[src/rtl/core/tcgb_pkg.sv]
`timescale 1ns / 1ps
// Shared types, codes and constants of the text console glyph blitter.
package tcgb_pkg;

   localparam int DIM_WIDTH      = 14;
   localparam int COL_WIDTH      = 14;
   localparam int LINE_WIDTH     = 13;
   localparam int ADDR_WIDTH     = 64;
   localparam int COLOR_WIDTH    = 32;
   localparam int CSR_IDX_WIDTH  = 3;
   localparam int GLYPH_COLUMNS  = 8;

   localparam int DEF_GLYPH_ROWS  = 16;
   localparam int DEF_GLYPH_COUNT = 256;
   localparam int DEF_QUEUE_DEPTH = 4;

   localparam logic [DIM_WIDTH-1:0] DIM_MAX          = 14'd8192;
   localparam logic [DIM_WIDTH-1:0] WIDTH_MIN        = 14'd8;
   localparam logic [DIM_WIDTH-1:0] HEIGHT_MIN       = 14'd16;
   localparam logic [DIM_WIDTH-1:0] PITCH_MIN        = 14'd8;
   localparam logic [DIM_WIDTH-1:0] WIDTH_RESET      = 14'd640;
   localparam logic [DIM_WIDTH-1:0] HEIGHT_RESET     = 14'd480;
   localparam logic [DIM_WIDTH-1:0] PITCH_RESET      = 14'd640;

   localparam logic [7:0] CH_CR     = 8'd13;
   localparam logic [7:0] CH_LF     = 8'd10;
   localparam logic [7:0] FULL_MASK = 8'hFF;

   // request actions
   localparam logic [1:0] ACT_LOAD = 2'd0;
   localparam logic [1:0] ACT_PUT  = 2'd1;
   localparam logic [1:0] ACT_BACK = 2'd2;

   // queued command codes
   localparam logic [1:0] OP_LOAD = 2'd0;
   localparam logic [1:0] OP_DRAW = 2'd1;
   localparam logic [1:0] OP_FILL = 2'd2;

   // register indexes
   localparam logic [CSR_IDX_WIDTH-1:0] CSR_FRAME_BASE    = 3'd0;
   localparam logic [CSR_IDX_WIDTH-1:0] CSR_SCREEN_WIDTH  = 3'd1;
   localparam logic [CSR_IDX_WIDTH-1:0] CSR_SCREEN_HEIGHT = 3'd2;
   localparam logic [CSR_IDX_WIDTH-1:0] CSR_ROW_PITCH     = 3'd3;

   typedef struct packed {
      logic [ADDR_WIDTH-1:0] frame_base;
      logic [DIM_WIDTH-1:0]  screen_width;
      logic [DIM_WIDTH-1:0]  screen_height;
      logic [DIM_WIDTH-1:0]  row_pitch;
   } cfg_type;

   typedef struct packed {
      logic [1:0]             op;
      logic [COL_WIDTH-1:0]   x;
      logic [LINE_WIDTH-1:0]  line;
      logic [7:0]             char_code;
      logic [3:0]             glyph_row;
      logic [7:0]             font_bits;
      logic [COLOR_WIDTH-1:0] color;
      logic                   blank;
   } blit_cmd_type;

endpackage

[src/rtl/core/tcgb_queue.sv]
`timescale 1ns / 1ps
// Command queue between the front end and the blit engine.
module tcgb_queue #(
   parameter int DEPTH = tcgb_pkg::DEF_QUEUE_DEPTH
) (
   input  logic                   clock,
   input  logic                   reset,
   input  logic                   push,
   input  tcgb_pkg::blit_cmd_type push_cmd,
   input  logic                   pop,
   output tcgb_pkg::blit_cmd_type head,
   output logic                   full,
   output logic                   empty
);
   import tcgb_pkg::*;

   localparam int PW = (DEPTH > 1) ? $clog2(DEPTH) : 1;
   localparam int CW = $clog2(DEPTH + 1);

   blit_cmd_type          entries_ff [DEPTH];
   logic [PW-1:0]         wr_ptr_ff, wr_ptr_in;
   logic [PW-1:0]         rd_ptr_ff, rd_ptr_in;
   logic [CW-1:0]         count_ff, count_in;

   assign full  = count_ff == CW'(DEPTH);
   assign empty = count_ff == '0;
   assign head  = entries_ff[rd_ptr_ff];

   always_comb begin
      wr_ptr_in = wr_ptr_ff;
      rd_ptr_in = rd_ptr_ff;
      count_in  = count_ff;
      if (push) begin
         wr_ptr_in = (wr_ptr_ff == PW'(DEPTH - 1)) ? '0 : wr_ptr_ff + 1'b1;
      end
      if (pop) begin
         rd_ptr_in = (rd_ptr_ff == PW'(DEPTH - 1)) ? '0 : rd_ptr_ff + 1'b1;
      end
      if (push && !pop) begin
         count_in = count_ff + 1'b1;
      end else if (pop && !push) begin
         count_in = count_ff - 1'b1;
      end
   end

   always_ff @(posedge clock) begin
      if (push) begin
         entries_ff[wr_ptr_ff] <= push_cmd;
      end
   end

   always_ff @(posedge clock) begin
      if (reset) begin
         wr_ptr_ff <= '0;
         rd_ptr_ff <= '0;
         count_ff  <= '0;
      end else begin
         wr_ptr_ff <= wr_ptr_in;
         rd_ptr_ff <= rd_ptr_in;
         count_ff  <= count_in;
      end
   end

endmodule

[config.mk]
export PLATFORM = sky130hd
export DESIGN_NAME = tcgb_queue
export DESIGN_NICKNAME = d
export VERILOG_FILES = /design/src/rtl/core/tcgb_pkg.sv /design/src/rtl/core/tcgb_queue.sv
export SDC_FILE = /design/constraint.sdc
export NUM_CORES = 1
export LEC_CHECK = 0
export ABC_CLOCK_PERIOD_IN_PS = 3500
export BUFFER_PORTS_ARGS = -buffer_cell sky130_fd_sc_hd__buf_2
export CAP_MARGIN = 20
export CELL_PAD_IN_SITES_DETAIL_PLACEMENT = 1
export CELL_PAD_IN_SITES_GLOBAL_PLACEMENT = 1
export CORE_MARGIN = 2
export CORE_UTILIZATION = 38
export CTS_CLUSTER_SIZE = 20
export DETAILED_ROUTE_END_ITERATION = 8
export PLACE_DENSITY_LB_ADDON = 0.1
export REMOVE_ABC_BUFFERS = 1
export SLEW_MARGIN = 20
export SYNTH_ARGS = -nofsm -noshare
export SYNTH_HDL_FRONTEND = slang
export SYNTH_SLANG_ARGS = --single-unit
[constraint.sdc]
create_clock -name clock -period 3.5 [get_ports clock]
set_input_delay 0.175 -clock clock [delete_from_list [all_inputs] [get_ports clock]]
set_output_delay 0.175 -clock clock [all_outputs]
set_load 0.03 [all_outputs]
* After elaboration in Yosys (flattened, before gate mapping)
Memories as Yosys holds them, arrays and structs flattened. A register that Yosys moved wholly into a read port is not among the register bits.
Cells that the tools add are included.
** Word-level totals
- Logic and storage cells :: 25
- Bits in registers :: 7
- Output and inout bits :: 84
- Bits in writable memories :: 328
- Memories kept :: 1
** Cells by class
- Muxes and demuxes :: 8
- Eq/ne operators :: 3
- Add/sub/neg operators :: 4
- Reductions and logical operators :: 6
** Memory list
- entries_ff :: words 4, bits a word 82, rd ports 1, clocked after Yosys merged registers in 1, wr ports 1, RTL line tcgb_queue.sv:20 : blit_cmd_type entries_ff [DEPTH];
** Operator list (count)
- $mux W2 :: 4
- $mux W3 :: 2
- $add A2 B1 Y2 const B :: 2
- $eq A2 B2 Y1 const B :: 2
- $add A3 B1 Y3 const B :: 1
- $eq A3 B3 Y1 const B :: 1
- $logic_not A3 Y1 :: 1
- $sub A3 B1 Y3 const B :: 1
- $logic_and A1 B1 Y1 :: 2
- $logic_not A1 Y1 :: 2
- $mux W1 :: 2
- $reduce_bool A2 Y1 :: 1

* Logic depth before layout (Yosys ltp)
- Word-level depth :: 4
- Gate-level depth with buffers :: 7
- Depth with buffers taken out :: 7

* Worst setup path before layout
No wires, ideal clock.
- Path kind :: register -> register
- Start :: reg wr_ptr_ff[0]
- End :: mem entries_ff[3][0] (netlist name), enable pin
- Setup time :: 0.449 ns
- Slack :: 0.596 ns
- Required time :: 3.051 ns
- Stages on the path, launching flop included :: 3
- Path buffers :: 0
- Period minus slack after synthesis :: 2.904 ns
- Arrival time :: 2.455 ns
- Path through :: dfxtp_1 > ha_1 > and2_1
** RTL lines
- start: declaration :: RTL line tcgb_queue.sv:21 : logic [PW-1:0] wr_ptr_ff, wr_ptr_in;
- start signal: assignment :: RTL line tcgb_queue.sv:58 : wr_ptr_ff <= wr_ptr_in;
- end: declaration :: RTL line tcgb_queue.sv:20
Straight into the memory's write port.

==> flow_summary.ini <==
[timing]
timing.hold.ws_ns = 0.0588
finalSetupViolCount = 0
worst_slew_margin_relative_to_its_limit_pct = 53.9
max_slew.worst_pin.slew_ns = 0.691
worst_clock_skew_ns = 0.00947
max_clock_freq_mhz = 413
unrepaired_setup_endpoints_after_global_routing = false
finalCritPeriodShare_pct = 69.2
final-max-slew-violation-count = 0
final.min_clock_period_ns = 2.42
finalHoldViolations = 0

[layout]
area_delta_synth_final_pct = 27.4
multi_input_area_um2 = 2110
postLayoutCoreUtil_pct = 48.8
nets = 847
drive_gt1_share_pct = 40.3
area.sequential_um2 = 10000
layout.filler_cells = 2910

[logic_synthesis]
syn_area_um2 = 12400
synth_sequential_area_ratio_pct = 81.2
netlist.top_cell.by_area = sky130_fd_sc_hd__edfxtp_1
synth.area.top_cells = sky130_fd_sc_hd__edfxtp_1 80%, sky130_fd_sc_hd__mux4_2 15%, sky130_fd_sc_hd__dfxtp_1 1.5%
synth_seq_cells = 337
synth_cell_types = 20
avgSynthCellArea_um2 = 26.2
yosys_warnings = 0
instance_count_of_the_mapped_netlist = 472
post-synth-top-area-fraction_pct = 79.7

[route]
routed_wl_mm = 25.3
detailroute.wirelength.met3_mm = 1.26
vias = 5784
drt_first_pass_iters = 4
route.detailed.wl_per_inst_um = 20.7
highest_layer = met5
drt-vias-per-instance = 4.73
remaining_drc_errors = 0
drtIter0Drc = 255
postRouteAntennaNets = 0
detailroute.wirelength.met2_mm = 12.9
drt-met1-wl_mm = 10.6

[clocking]
clock_tree.htree_level_count = 2
cts_sinks = 337
clock_tree.root_cell = sky130_fd_sc_hd__clkbuf_16
clk_latency_ns = 0.51
clockBufferDepth = 3
cts.clk_slew.worst_paths_ns = 0.06
cts_setup_buffers = 0
cts_made_buffers = 37
tritoncts = built

[floorplan]
die-height_um = 184
floorplan.initialDensity_pct = 38.3
standard_cell_core_area_um2 = 32300
die_width_um = 184
io_pins = 170
num_rows = 66
die_area_um2 = 34000

[placement]
globalplace.congestion = 0.655
post_detail_place_hpwl_mm = 14.6
placement.io_buffers = 169

[worst_setup_path]
timing.critical_path.fanout_max = 33
slowest_stage = sky130_fd_sc_hd__dfxtp_4
regToRegSetupSlack_ns = 1.55
worstSetupEndpoint = head[74]
critical_path.startpoint_type = flop
timing.critical_path.required_ns = 3.32
terminus_of_the_critical_flop_to_flop_path = entries_ff[3][14]
reg2regPathDepth = 3
critical_path_class = reg2out
worst_r2r_startpoint = wr_ptr_ff[0]
slowest_delay_ns = 0.71
critPathCaptureType = output port
crit_chain = buf_4, mux4_2, buf_2
worst-endpoint-arrival_ns = 2.25

[power_and_ir_drop]
vdd_drop_max_mv = 0.325
power_per_cell_area_nw_per_um2 = 605
power.leakage_nw = 5.35

[global_routing]
grt_start_max_net_pins = 45
first_global_vias = 6464
aggregate_global_routing_overflow = 0
wire_length_of_the_first_global_routing_pass_mm = 38.2
antenna_found_initial = 3
grt.total_usage_pct = 15.2

[run]
max_cap_violations = 0

[min_path]
worst_min_path_class = in2reg

[status]
run_status = finished clean
==> layout by cell type (no fill, tap or decap), drive strengths merged <==
cell	count
dlygate4sd3	84
ha	6
clkinv	14
a21oi	2
mux4	82
o21ai	1
clkinvlp	1
dfxtp	9
bufinv	4
or3	1
clkbuf	46
diode	1
fa	1
buf	177
nor3b	2
mux2i	4
xor2	2
edfxtp	328
inv	5
nor2	7
nor3	1
and2	4
==> cell families (layout without fill, tap and decap cells) <==
family	count (synthesis)	after routing	synth area share [%]
other	0	1	0
DFF	337	337	81.2
buffers and inverters	22	331	1.86
adders and majority gates	7	7	0.770
AOI/OAI and AO/OA	3	3	0.121
and+or+nand+nor	15	15	0.628
muxes	86	86	15.3
xor gates and xnor gates	2	2	0.142
==> synth_stat cells (all sizes together) <==
master,count
edfxtp,328
clkbuf,1
nor2,7
nor3,1
and2,4
dfxtp,9
fa,1
inv,4
ha,6
o21ai,1
a21oi,2
mux2i,4
xor2,2
mux4,82
nor3b,2
or3,1
buf,17
==> what timing repair did <==
item	in CTS	in global routing
hold buffers	84	0
resized for setup	0	0
hold endpoints to repair	337	0
==> critical path, delay by kind of cell (launching register included) <==
kind	cells	cell delay [ns]
buf+inv	2	0.62
mux	1	0.38
flops	1	0.71
==> metrics by stage <==
step | TNS (ns) | instance area, µm² | setup WS, ns | instances | power [mW]
finish | 0 | 15700 | 1.08 | 1224 | 9.53
global route | 0 | 15700 | 0.953 | 1224 | 9.87
CTS | 0 | 15700 | 1.00 | 1223 | 9.69
detailed placement | 0 | 13700 | 1.51 | 1073 | 5.75
global placement | 0 | 13700 | 1.55 | 1073 | 5.72
floorplan | -71.67 | 12100 | -1.07 | 454 | 5.39
==> report_power, final <==
group	internal [mW]	total [mW]	leakage (nW)	switching [mW]
clock network	2.32	3.81	0.586	1.49
registers	4.62	4.69	3.09	0.0640
logic	0.404	1.03	1.67	0.623
==> state kept, by name, indices dropped and copies added (netlist names), named ones only <==
signal,flops
count_ff,3
entries_ff,328
rd_ptr_ff,2
wr_ptr_ff,2
==> worst min path at each step <==
stage,start,endpoint,slack (ns),cells past startpoint
2_1_floorplan,reset,count_ff[2],0.24,1
3_3_place_gp,push_cmd[47],entries_ff[1][47],0.39,1
3_5_place_dp,push_cmd[35],entries_ff[0][35],0.39,1
4_1_cts,push,wr_ptr_ff[1],0.05,3
5_1_grt,push,wr_ptr_ff[0],0.10,3
6_report,push,wr_ptr_ff[1],0.06,3
==> cell type report <==
| class | count | share of cell area [%] |
|---|---|---|
| Inverter | 4 | 0.0954 |
| Clock inverter | 20 | 1.25 |
| Sequential cell | 337 | 63.7 |
| Antenna cell | 1 | 0.0159 |
| Clock buffer | 46 | 6.36 |
| Multi-Input combinational cell | 113 | 13.4 |
| Tap cell | 442 | 3.51 |
| Timing Repair Buffer | 261 | 11.6 |
==> layer usage <==
| metal | vias to the layer above | GRT usage [%] |
|---|---|---|
| met4 | 4 | 4.64 |
| met3 | 40 | 3.26 |
| met5 | - | 0 |
| met1 | 3003 | 19.6 |
| met2 | 132 | 25.8 |
| li1 | 2605 | - |
Note: power is estimated with default switching activity, not from simulation.
