### src/rtl/core/tcgb_pkg.sv
`timescale 1ns / 1ps
// Shared types, codes and constants of the text console glyph blitter.
package tcgb_pkg;

   localparam int DIM_WIDTH      = 14;
   localparam int COL_WIDTH      = 14;
   localparam int LINE_WIDTH     = 13;
   localparam int ADDR_WIDTH     = 64;
   localparam int COLOR_WIDTH    = 32;
   localparam int CSR_IDX_WIDTH  = 3;
   localparam int GLYPH_COLUMNS  = 8;

   localparam int DEF_GLYPH_ROWS  = 16;
   localparam int DEF_GLYPH_COUNT = 256;
   localparam int DEF_QUEUE_DEPTH = 4;

   localparam logic [DIM_WIDTH-1:0] DIM_MAX          = 14'd8192;
   localparam logic [DIM_WIDTH-1:0] WIDTH_MIN        = 14'd8;
   localparam logic [DIM_WIDTH-1:0] HEIGHT_MIN       = 14'd16;
   localparam logic [DIM_WIDTH-1:0] PITCH_MIN        = 14'd8;
   localparam logic [DIM_WIDTH-1:0] WIDTH_RESET      = 14'd640;
   localparam logic [DIM_WIDTH-1:0] HEIGHT_RESET     = 14'd480;
   localparam logic [DIM_WIDTH-1:0] PITCH_RESET      = 14'd640;

   localparam logic [7:0] CH_CR     = 8'd13;
   localparam logic [7:0] CH_LF     = 8'd10;
   localparam logic [7:0] FULL_MASK = 8'hFF;

   // request actions
   localparam logic [1:0] ACT_LOAD = 2'd0;
   localparam logic [1:0] ACT_PUT  = 2'd1;
   localparam logic [1:0] ACT_BACK = 2'd2;

   // queued command codes
   localparam logic [1:0] OP_LOAD = 2'd0;
   localparam logic [1:0] OP_DRAW = 2'd1;
   localparam logic [1:0] OP_FILL = 2'd2;

   // register indexes
   localparam logic [CSR_IDX_WIDTH-1:0] CSR_FRAME_BASE    = 3'd0;
   localparam logic [CSR_IDX_WIDTH-1:0] CSR_SCREEN_WIDTH  = 3'd1;
   localparam logic [CSR_IDX_WIDTH-1:0] CSR_SCREEN_HEIGHT = 3'd2;
   localparam logic [CSR_IDX_WIDTH-1:0] CSR_ROW_PITCH     = 3'd3;

   typedef struct packed {
      logic [ADDR_WIDTH-1:0] frame_base;
      logic [DIM_WIDTH-1:0]  screen_width;
      logic [DIM_WIDTH-1:0]  screen_height;
      logic [DIM_WIDTH-1:0]  row_pitch;
   } cfg_type;

   typedef struct packed {
      logic [1:0]             op;
      logic [COL_WIDTH-1:0]   x;
      logic [LINE_WIDTH-1:0]  line;
      logic [7:0]             char_code;
      logic [3:0]             glyph_row;
      logic [7:0]             font_bits;
      logic [COLOR_WIDTH-1:0] color;
      logic                   blank;
   } blit_cmd_type;

endpackage

### src/rtl/core/tcgb_if.sv
`timescale 1ns / 1ps
// Request and response channel interfaces of the glyph blitter.
interface tcgb_req_if;
   import tcgb_pkg::*;
   logic                   valid;
   logic                   ready;
   logic [1:0]             action;
   logic [7:0]             char_code;
   logic [3:0]             glyph_row;
   logic [7:0]             font_bits;
   logic [COLOR_WIDTH-1:0] draw_color;

   modport source (output valid, action, char_code, glyph_row, font_bits, draw_color,
                   input ready);
   modport sink (input valid, action, char_code, glyph_row, font_bits, draw_color,
                 output ready);
endinterface


### src/rtl/core/tcgb_front.sv
`timescale 1ns / 1ps
// Front end: accepts request beats, tracks the cursor and queues blit commands.
module tcgb_front #(
   parameter int GLYPH_ROWS  = tcgb_pkg::DEF_GLYPH_ROWS,
   parameter int GLYPH_COUNT = tcgb_pkg::DEF_GLYPH_COUNT
) (
   input  logic                   clock,
   input  logic                   reset,
   tcgb_req_if.sink               req_bus,
   input  tcgb_pkg::cfg_type      cfg,
   input  logic                   queue_full,
   output logic                   push,
   output tcgb_pkg::blit_cmd_type push_cmd
);
   import tcgb_pkg::*;

   logic [COL_WIDTH-1:0]  col_ff, col_in;
   logic [LINE_WIDTH-1:0] line_ff, line_in;

   logic                  accept;
   logic [COL_WIDTH:0]    col_sum;
   logic                  wrap;
   logic [LINE_WIDTH+1:0] line_step;
   logic                  step_fits;
   logic [LINE_WIDTH-1:0] wrap_line;
   logic [COL_WIDTH-1:0]  draw_col;
   logic [LINE_WIDTH-1:0] draw_line;
   logic [COL_WIDTH-1:0]  bs_col;
   logic [LINE_WIDTH-1:0] bs_line;
   logic [COL_WIDTH-1:0]  bs_left;
   logic                  glyph_ok;
   logic                  row_ok;

   assign req_bus.ready = !queue_full;
   assign accept        = req_bus.valid && req_bus.ready;

   assign col_sum   = (COL_WIDTH+1)'(col_ff) + (COL_WIDTH+1)'(GLYPH_COLUMNS);
   assign wrap      = col_sum >= (COL_WIDTH+1)'(cfg.screen_width);
   assign line_step = (LINE_WIDTH+2)'(line_ff) + (LINE_WIDTH+2)'(GLYPH_ROWS);
   assign step_fits = line_step < (LINE_WIDTH+2)'(cfg.screen_height);

   always_comb begin
      if (step_fits) begin
         wrap_line = LINE_WIDTH'(line_step);
      end else if (cfg.screen_height >= DIM_WIDTH'(GLYPH_ROWS)) begin
         wrap_line = LINE_WIDTH'(cfg.screen_height - DIM_WIDTH'(GLYPH_ROWS));
      end else begin
         wrap_line = '0;
      end
   end

   assign draw_col  = wrap ? '0 : col_ff;
   assign draw_line = wrap ? wrap_line : line_ff;

   always_comb begin
      if (col_ff == '0) begin
         bs_col  = cfg.screen_width;
         bs_line = (line_ff >= LINE_WIDTH'(GLYPH_ROWS)) ?
                   line_ff - LINE_WIDTH'(GLYPH_ROWS) : '0;
      end else begin
         bs_col  = col_ff;
         bs_line = line_ff;
      end
      bs_left = (bs_col >= COL_WIDTH'(GLYPH_COLUMNS)) ?
                bs_col - COL_WIDTH'(GLYPH_COLUMNS) : '0;
   end

   assign glyph_ok = 10'(req_bus.char_code) < 10'(GLYPH_COUNT);
   assign row_ok   = 6'(req_bus.glyph_row) < 6'(GLYPH_ROWS);

   always_comb begin
      col_in             = col_ff;
      line_in            = line_ff;
      push               = 1'b0;
      push_cmd.op        = OP_LOAD;
      push_cmd.x         = draw_col;
      push_cmd.line      = draw_line;
      push_cmd.char_code = req_bus.char_code;
      push_cmd.glyph_row = req_bus.glyph_row;
      push_cmd.font_bits = req_bus.font_bits;
      push_cmd.color     = req_bus.draw_color;
      push_cmd.blank     = !glyph_ok;
      if (accept) begin
         unique case (req_bus.action)
            ACT_LOAD: begin
               push = glyph_ok && row_ok;
            end
            ACT_PUT: begin
               if (req_bus.char_code == CH_CR) begin
                  col_in = '0;
               end else if (req_bus.char_code == CH_LF) begin
                  if (step_fits) begin
                     line_in = LINE_WIDTH'(line_step);
                  end
               end else begin
                  push        = 1'b1;
                  push_cmd.op = OP_DRAW;
                  col_in      = draw_col + COL_WIDTH'(GLYPH_COLUMNS);
                  line_in     = draw_line;
               end
            end
            ACT_BACK: begin
               push          = 1'b1;
               push_cmd.op   = OP_FILL;
               push_cmd.x    = bs_left;
               push_cmd.line = bs_line;
               col_in        = bs_left;
               line_in       = bs_line;
            end
            default: begin
            end
         endcase
      end
   end

   always_ff @(posedge clock) begin
      if (reset) begin
         col_ff  <= '0;
         line_ff <= '0;
      end else begin
         col_ff  <= col_in;
         line_ff <= line_in;
      end
   end

endmodule

### src/flat_wrapper.sv
// flat-port wrapper written by rule: the top's interface ports become plain ports
module tcgb_front_flat import tcgb_pkg::*;
#(
   parameter int GLYPH_ROWS  = tcgb_pkg::DEF_GLYPH_ROWS,
   parameter int GLYPH_COUNT = tcgb_pkg::DEF_GLYPH_COUNT
)
  (clock, reset, cfg, queue_full, push, push_cmd, req_bus_valid, req_bus_action, req_bus_char_code, req_bus_glyph_row, req_bus_font_bits, req_bus_draw_color, req_bus_ready);
  tcgb_req_if req_bus_i ();
  input  logic clock;
  input  logic reset;
  input  tcgb_pkg::cfg_type cfg;
  input  logic queue_full;
  output logic push;
  output tcgb_pkg::blit_cmd_type push_cmd;
  input wire logic [$bits(req_bus_i.valid)-1:0] req_bus_valid;
  input wire logic [$bits(req_bus_i.action)-1:0] req_bus_action;
  input wire logic [$bits(req_bus_i.char_code)-1:0] req_bus_char_code;
  input wire logic [$bits(req_bus_i.glyph_row)-1:0] req_bus_glyph_row;
  input wire logic [$bits(req_bus_i.font_bits)-1:0] req_bus_font_bits;
  input wire logic [$bits(req_bus_i.draw_color)-1:0] req_bus_draw_color;
  output wire logic [$bits(req_bus_i.ready)-1:0] req_bus_ready;
  assign req_bus_i.valid = req_bus_valid;
  assign req_bus_i.action = req_bus_action;
  assign req_bus_i.char_code = req_bus_char_code;
  assign req_bus_i.glyph_row = req_bus_glyph_row;
  assign req_bus_i.font_bits = req_bus_font_bits;
  assign req_bus_i.draw_color = req_bus_draw_color;
  assign req_bus_ready = req_bus_i.ready;
  tcgb_front #(.GLYPH_ROWS(GLYPH_ROWS), .GLYPH_COUNT(GLYPH_COUNT)) u_core (.clock(clock), .reset(reset), .req_bus(req_bus_i), .cfg(cfg), .queue_full(queue_full), .push(push), .push_cmd(push_cmd));
endmodule
### config.mk
export PLATFORM = sky130hd
export DESIGN_NAME = tcgb_front_flat
export DESIGN_NICKNAME = d
export VERILOG_FILES = /design/src/rtl/core/tcgb_pkg.sv /design/src/rtl/core/tcgb_if.sv /design/src/rtl/core/tcgb_front.sv /design/src/flat_wrapper.sv
export SDC_FILE = /design/constraint.sdc
export NUM_CORES = 1
export LEC_CHECK = 0
export ABC_AREA = 1
export ABC_CLOCK_PERIOD_IN_PS = 4600
export BUFFER_PORTS_ARGS = -buffer_cell sky130_fd_sc_hd__buf_2
export CAP_MARGIN = 10
export CORE_ASPECT_RATIO = 1.1
export CORE_UTILIZATION = 48
export CTS_BUF_LIST = sky130_fd_sc_hd__clkbuf_16
export DETAILED_ROUTE_END_ITERATION = 10
export HOLD_SLACK_MARGIN = 0.15
export MAX_ROUTING_LAYER = met4
export PLACE_DENSITY = 0.87
export SLEW_MARGIN = 20
export SYNTH_ARGS = -nofsm -noshare
export SYNTH_HDL_FRONTEND = slang
export SYNTH_SLANG_ARGS = --single-unit
### constraint.sdc
create_clock -name clock -period 4.6 [get_ports clock]
set_clock_uncertainty 0.1 [all_clocks]
set_input_delay 0.23 -clock clock [delete_from_list [all_inputs] [get_ports clock]]
set_output_delay 0.23 -clock clock [all_outputs]
set_load 0.02 [all_outputs]
Word level (Yosys, flattened, before mapping). Cells that the tools add are included.

Add/sub/neg operators: 6. $lt $le $gt $ge: 5. Eq/ne operators: 7. Mux-type cells: 24. Reduce and logical (&&, ||, !) cells: 8.

Operators by type and width (count): $mux 13 (8); $mux 14 (5); $mux 29 (1); $pmux 14 s2 (1); $mux 27 (1); $pmux 13 s2 (1); $sub 13x5->13 const B (2); $eq 8x4->1 const B (2); $add 14x4->15 const B (1); $ge 15x14->1 (1); $add 13x5->14 const B (1); $add 14x4->14 const B (1); $ge 14x4->1 const B (1); $ge 14x5->1 const B (1); $logic_not 14->1 (1); $lt 14x14->1 (1); $sub 14x4->14 const B (1); $ge 13x5->1 const B (1); $ne 3x2->1 const B (2); $mux 1 (4); $pmux 2 s2 (1); $reduce_and 4->1 (1); $reduce_and 3->1 (1); $eq 2x1->1 const B (1); other kinds (9) (9).

Register bits after elaboration: 27. Input bits: 164. Output and inout port bits: 84. Word-level logic and storage cells: 52.

Depth between registers and ports, before layout.
Word-level depth: 7. Gate-level depth with buffers: 25. Mapped depth without buffers: 24.

Worst setup path before layout. Ideal clock, no wire load.

Path type: flip-flop to flip-flop. From: register u_core.col_ff[4]. To: register u_core.col_ff[13]. Setup time: 0.070 ns. Arrival: 3.296 ns. Data required time: 4.430 ns. Path slack: 1.134 ns. Cell stages (with the launch flop): 26. Path buffers: 1. Clock period less this slack: 3.466 ns. Cell sequence: dfxtp_1 > ha_1 > nand2_1 > nor2_1 > inv_1 > nor2_1 > inv_1 > nor2_1 > nand3_1 > xor2_1 > inv_1 > ha_1 > and3_1 > nand2_1 > inv_1 > nand2_1 > nand3_2 > buf_2 > nor2_1 > ha_1 > nand4_1 > nor2_1 > nand3_1 > nand2_1 > nand3_1 > a21oi_1.

Cells in the longest elaborated chain, start to end: 7. Elaborated cells on any way between the ends: 12. Those cells by class: 3 x add/sub; 2 x order compare; 6 x mux; 1 x reduce/logical.

RTL lines: start, declared (line tcgb_front.sv:17) `logic [COL_WIDTH-1:0] col_ff, col_in;`; start signal, assigned (line tcgb_front.sv:121) `col_ff <= col_in;`; $add 14x4->15 (line tcgb_front.sv:37) `assign col_sum = (COL_WIDTH+1)'(col_ff) + (COL_WIDTH+1)'(GLYPH_COLUMNS);`; $ge 15x14->1 (line tcgb_front.sv:38) `assign wrap = col_sum >= (COL_WIDTH+1)'(cfg.screen_width);`; $mux 14 (line tcgb_front.sv:52) `assign draw_col = wrap ? '0 : col_ff;`; $add 14x4->14 (line tcgb_front.sv:98) `col_in = draw_col + COL_WIDTH'(GLYPH_COLUMNS);`; $mux 14 (line tcgb_front.sv:91) `end else if (req_bus.char_code == CH_LF) begin`; $mux 14 (line tcgb_front.sv:89) `if (req_bus.char_code == CH_CR) begin`; $pmux 14 s2 * (line tcgb_front.sv:84) `unique case (req_bus.action)`.

Mark *: on every way between the ends. The rest lies on a longest branch, timed or not. The select of a mux whose other input is x is not followed. A chain may end at the register's enable or synchronous reset.

==> metrics.md <==
| Metric | Value |
|---|---|
| Status | `finished, violations left` |
| Failing checks | `DRC` |
| Largest family of logic cells by synthesized area | `simple AND/OR/NAND/NOR gates` |
| Slew headroom | `29.1%` |
| Synthesized Nets | `1,051` |
| Min-Delay Endpoint | `u_core.col_ff[0]` |
| Period utilisation layout | `between 90% and 100%` |
| Clock transition at path regs | `approximately 0.07 ns` |
| Final nets | `about 1,100` |
| Worst skew pair latency | `0.27 ns` |
| Core area | `0.00984 sq mm` |
| Via Count | `5,272` |
| First-pass DRT Iterations | `8` |
| DIE AREA | `about 0.011 sq mm` |
| Hold_buf cts | `1` |
| Post-synthesis simple-gate area fraction | `roughly 40%` |
| Area Growth Syn to Fin | `3.17%` |
| Area of the multi-input gates | `0.00332 sq mm` |
| Share of cells above drive strength 1 | `14.3%` |
| Clock Tree Root | `clkbuf_16` |
| Die X | `97.9 um` |
| Post-synth EDFFs | `0` |
| Total power | `1.10 mW` |
| Vias in the first global route | `approximately 5,000` |
| Share of the synthesized area in the top cell type | `about 15%` |
| Initial antenna violation count | `2` |
| Initial Util | `approximately half` |
| Startpoint Class | `flop` |
| Final min period | `4.21 ns` |
| Critical-path maximum fanout | `24` |
| M2 GR Usage | `47.0%` |
| Std-Cell Rows | `38` |
| Hold path cells | `5` |
| Crit end category | `output port` |
| Yosys reg bits | `27` |
| Cell with the most instances after synthesis | `nand2_1` |
| CP Class | `reg -> out` |
| Yosys warnings | `0` |
| Die Y | `108 um` |
| Worst hold path class | `in -> reg` |
| Sequential share of the synthesized area | `~11%` |
| Placed Area | `between 0.004 and 0.005 sq mm` |
| Initial drt markers | `315` |
| Worst reg2reg path startpoint | `u_core.col_ff[4]` |
| Final hold violation count | `0` |
| Core Util, Final | `between 50 and 60%` |
| Postcts setup bufs | `0` |
| Fin cells | `985` |
| Final setup viols | `0` |
| Post-synth top area cell | `nand2_1` |
| Worst EP arrival | `~3.9 ns` |
| TritonCTS clock tree | `done` |
| Port Buffers | `80` |
| WP data required | `4.27 ns` |
| Hold Crit Start | `cfg[28]` |
| H-tree Lvls | `1` |
| Placed insts | `976` |
| Async set-reset flop share out of synthesis | `0%` |
| Flop-to-flop setup slack | `0.71 ns` |
| Via density | `5.35` |
| Peak supply drop | `0.000150 V` |
| Critical Path Start | `u_core.col_ff[4]` |
| Post-DR wirelength/cell | `14.2 um` |
| Power per Cell Area | `220 mW/mm^2` |
| Fmax | `238 MHz` |
| I/O pins | `248` |
| Leakage dissipation | `roughly 2.7 nW` |
| Multiplexer area fraction after synthesis | `0%` |
| Top Usage Layer GRT | `met2` |
| Reg area | `~540 sq um` |
| GR Util met3 | `under 10%` |
| Mapped Area | `approximately 0.005 sq mm` |
| Setup tns final | `0 ns` |
| RSZ-0062 raised after global routing | `no` |
| Worst Max-Slew Pin Slew | `1.06 ns` |
| Synthesized-area fraction occupied by adder cells | `about a tenth` |
| Top cells by area, synth | `nand2_1, dfxtp_1, ha_1` |
| Placer Congestion | `0.939` |
| Xor and xnor fraction of the mapped netlist area | `3.78%` |
| Compound-Gate Fraction of Synth Area | `14.9%` |
| Cell variety after synth | `40` |
| Antenna viol nets, final | `0` |
| GRT Overall Usage | `27.9%` |
| CTS Buf Count | `3` |
| Detailed Place HPWL | `11.1 mm` |
| # resized after CTS | `0` |
| Max clock buf depth | `2` |
| Pin count of the biggest net entering global routing | `27` |
| Reg2reg path depth | `23` |
| Post-synth top cells | `nand2_1, inv_1, nor2_1, nand3_1, buf_4` |
| Synth Flop Type | `dfxtp_1` |
| First-pass GRT wire length | `23.3 mm` |
| Remaining global-route overflow | `0` |
| Max-slew violation count | `0` |
| Syn Inst Count | `847` |
| CTS sink cnt | `27` |
| DRC viols | `36` |
| RR Endpoint | `u_core.col_ff[13]` |
| Max-Cap Viols | `0` |
| Met1 Use GR | `about a third` |
| Fill cells | `around 1,000` |
| Final instance area | `0.00501 sq mm` |
| Avg Cell Area, Syn | `between 5 and 6 sq um` |
| Routed WL | `approximately 14 mm` |
==> critical path, stage by stage, from the launching register on <==
cell,delay [ns]
dfxtp_1,0.43
ha_1,0.22
nand2_1,0.07
nor2_1,0.12
inv_1,0.08
nor2_1,0.14
inv_1,0.05
nor2_1,0.16
nand3_1,0.11
xor2_1,0.15
inv_1,0.06
ha_1,0.30
and3_1,0.18
nand2_1,0.05
inv_1,0.07
nand3_1,0.08
nand3_2,0.11
buf_4,0.30
nand2_1,0.21
o21ai_0,0.31
nand2_1,0.09
o31ai_1,0.10
buf_2,0.22
==> metrics by stage <==
stage                     hold WS, ns  setup WS [ns]
final                           0.280          0.391
after floorplan                 0.275           1.13
after global routing            0.321         0.0469
after global placement          0.360          0.807
after CTS                       0.279          0.420
after detailed placement        0.360          0.733
==> power breakdown <==
| part | internal (mW) | leakage (nW) | switching [mW] | total, mW |
|---|---|---|---|---|
| combinational | 0.204 | 2.45 | 0.423 | 0.627 |
| sequential | 0.249 | 0.221 | 0.0240 | 0.273 |
| clock | 0.117 | 0.0423 | 0.0875 | 0.204 |
==> area by class of cell <==
| type | instances | area share, % |
|---|---|---|
| Timing Repair Buffer | 85 | 8.78 |
| Multi-Input combinational cell | 618 | 66.2 |
| Tap cell | 120 | 2.99 |
| Clock buffer | 3 | 1.50 |
| Inverter | 127 | 9.51 |
| Clock inverter | 1 | 0.0749 |
| Sequential cell | 27 | 10.8 |
| Antenna cell | 4 | 0.200 |
==> metal layers <==
| metal | vias to the layer above | part of all wire, % |
|---|---|---|
| met5 | - | 0 |
| met4 | 0 | 3.2 |
| met3 | 37 | 9.7 |
| met2 | 247 | 45 |
| met1 | 2267 | 42 |
| li1 | 2721 | - |
==> state kept, by name, summed over array words and instances (netlist names) <==
register	cells
u_core.col_ff	14
u_core.line_ff	13
==> placed cells by master, fill, tap and decap left out, types with 4 or more instances in the layout <==
cell	n
inv_2	5
buf_2	80
dfxtp_1	27
nor3_1	17
nand2_1	193
nand2_2	9
nor2_4	4
o22ai_1	8
nor2_1	97
nor2_2	5
xor2_1	18
ha_1	40
o31ai_1	6
o21ai_0	46
o211ai_1	11
a21oi_1	39
nand4_1	12
a31oi_1	4
diode_2	4
nand3_1	80
buf_4	4
inv_1	123
==> how the worst max path moves through the flow <==
stage,to,slack (ns),cells after the start
after floorplan,u_core.col_ff[13],1.13,25
after global placement,push_cmd[56],0.81,22
after detailed placement,push_cmd[56],0.73,22
after CTS,push_cmd[56],0.42,22
after global routing,push_cmd[56],0.05,22
final,push_cmd[56],0.39,22
==> logic make-up (layout without fill, tap and decap cells) <==
logic type	count (synthesis)	count (layout)
compound gates	126	126
xor+xnor	21	21
fa+ha+maj	40	40
buf+inv	202	216
flops	27	27
other cells	1	5
simple gates	430	430
Note: power is estimated with default switching activity, not from simulation.
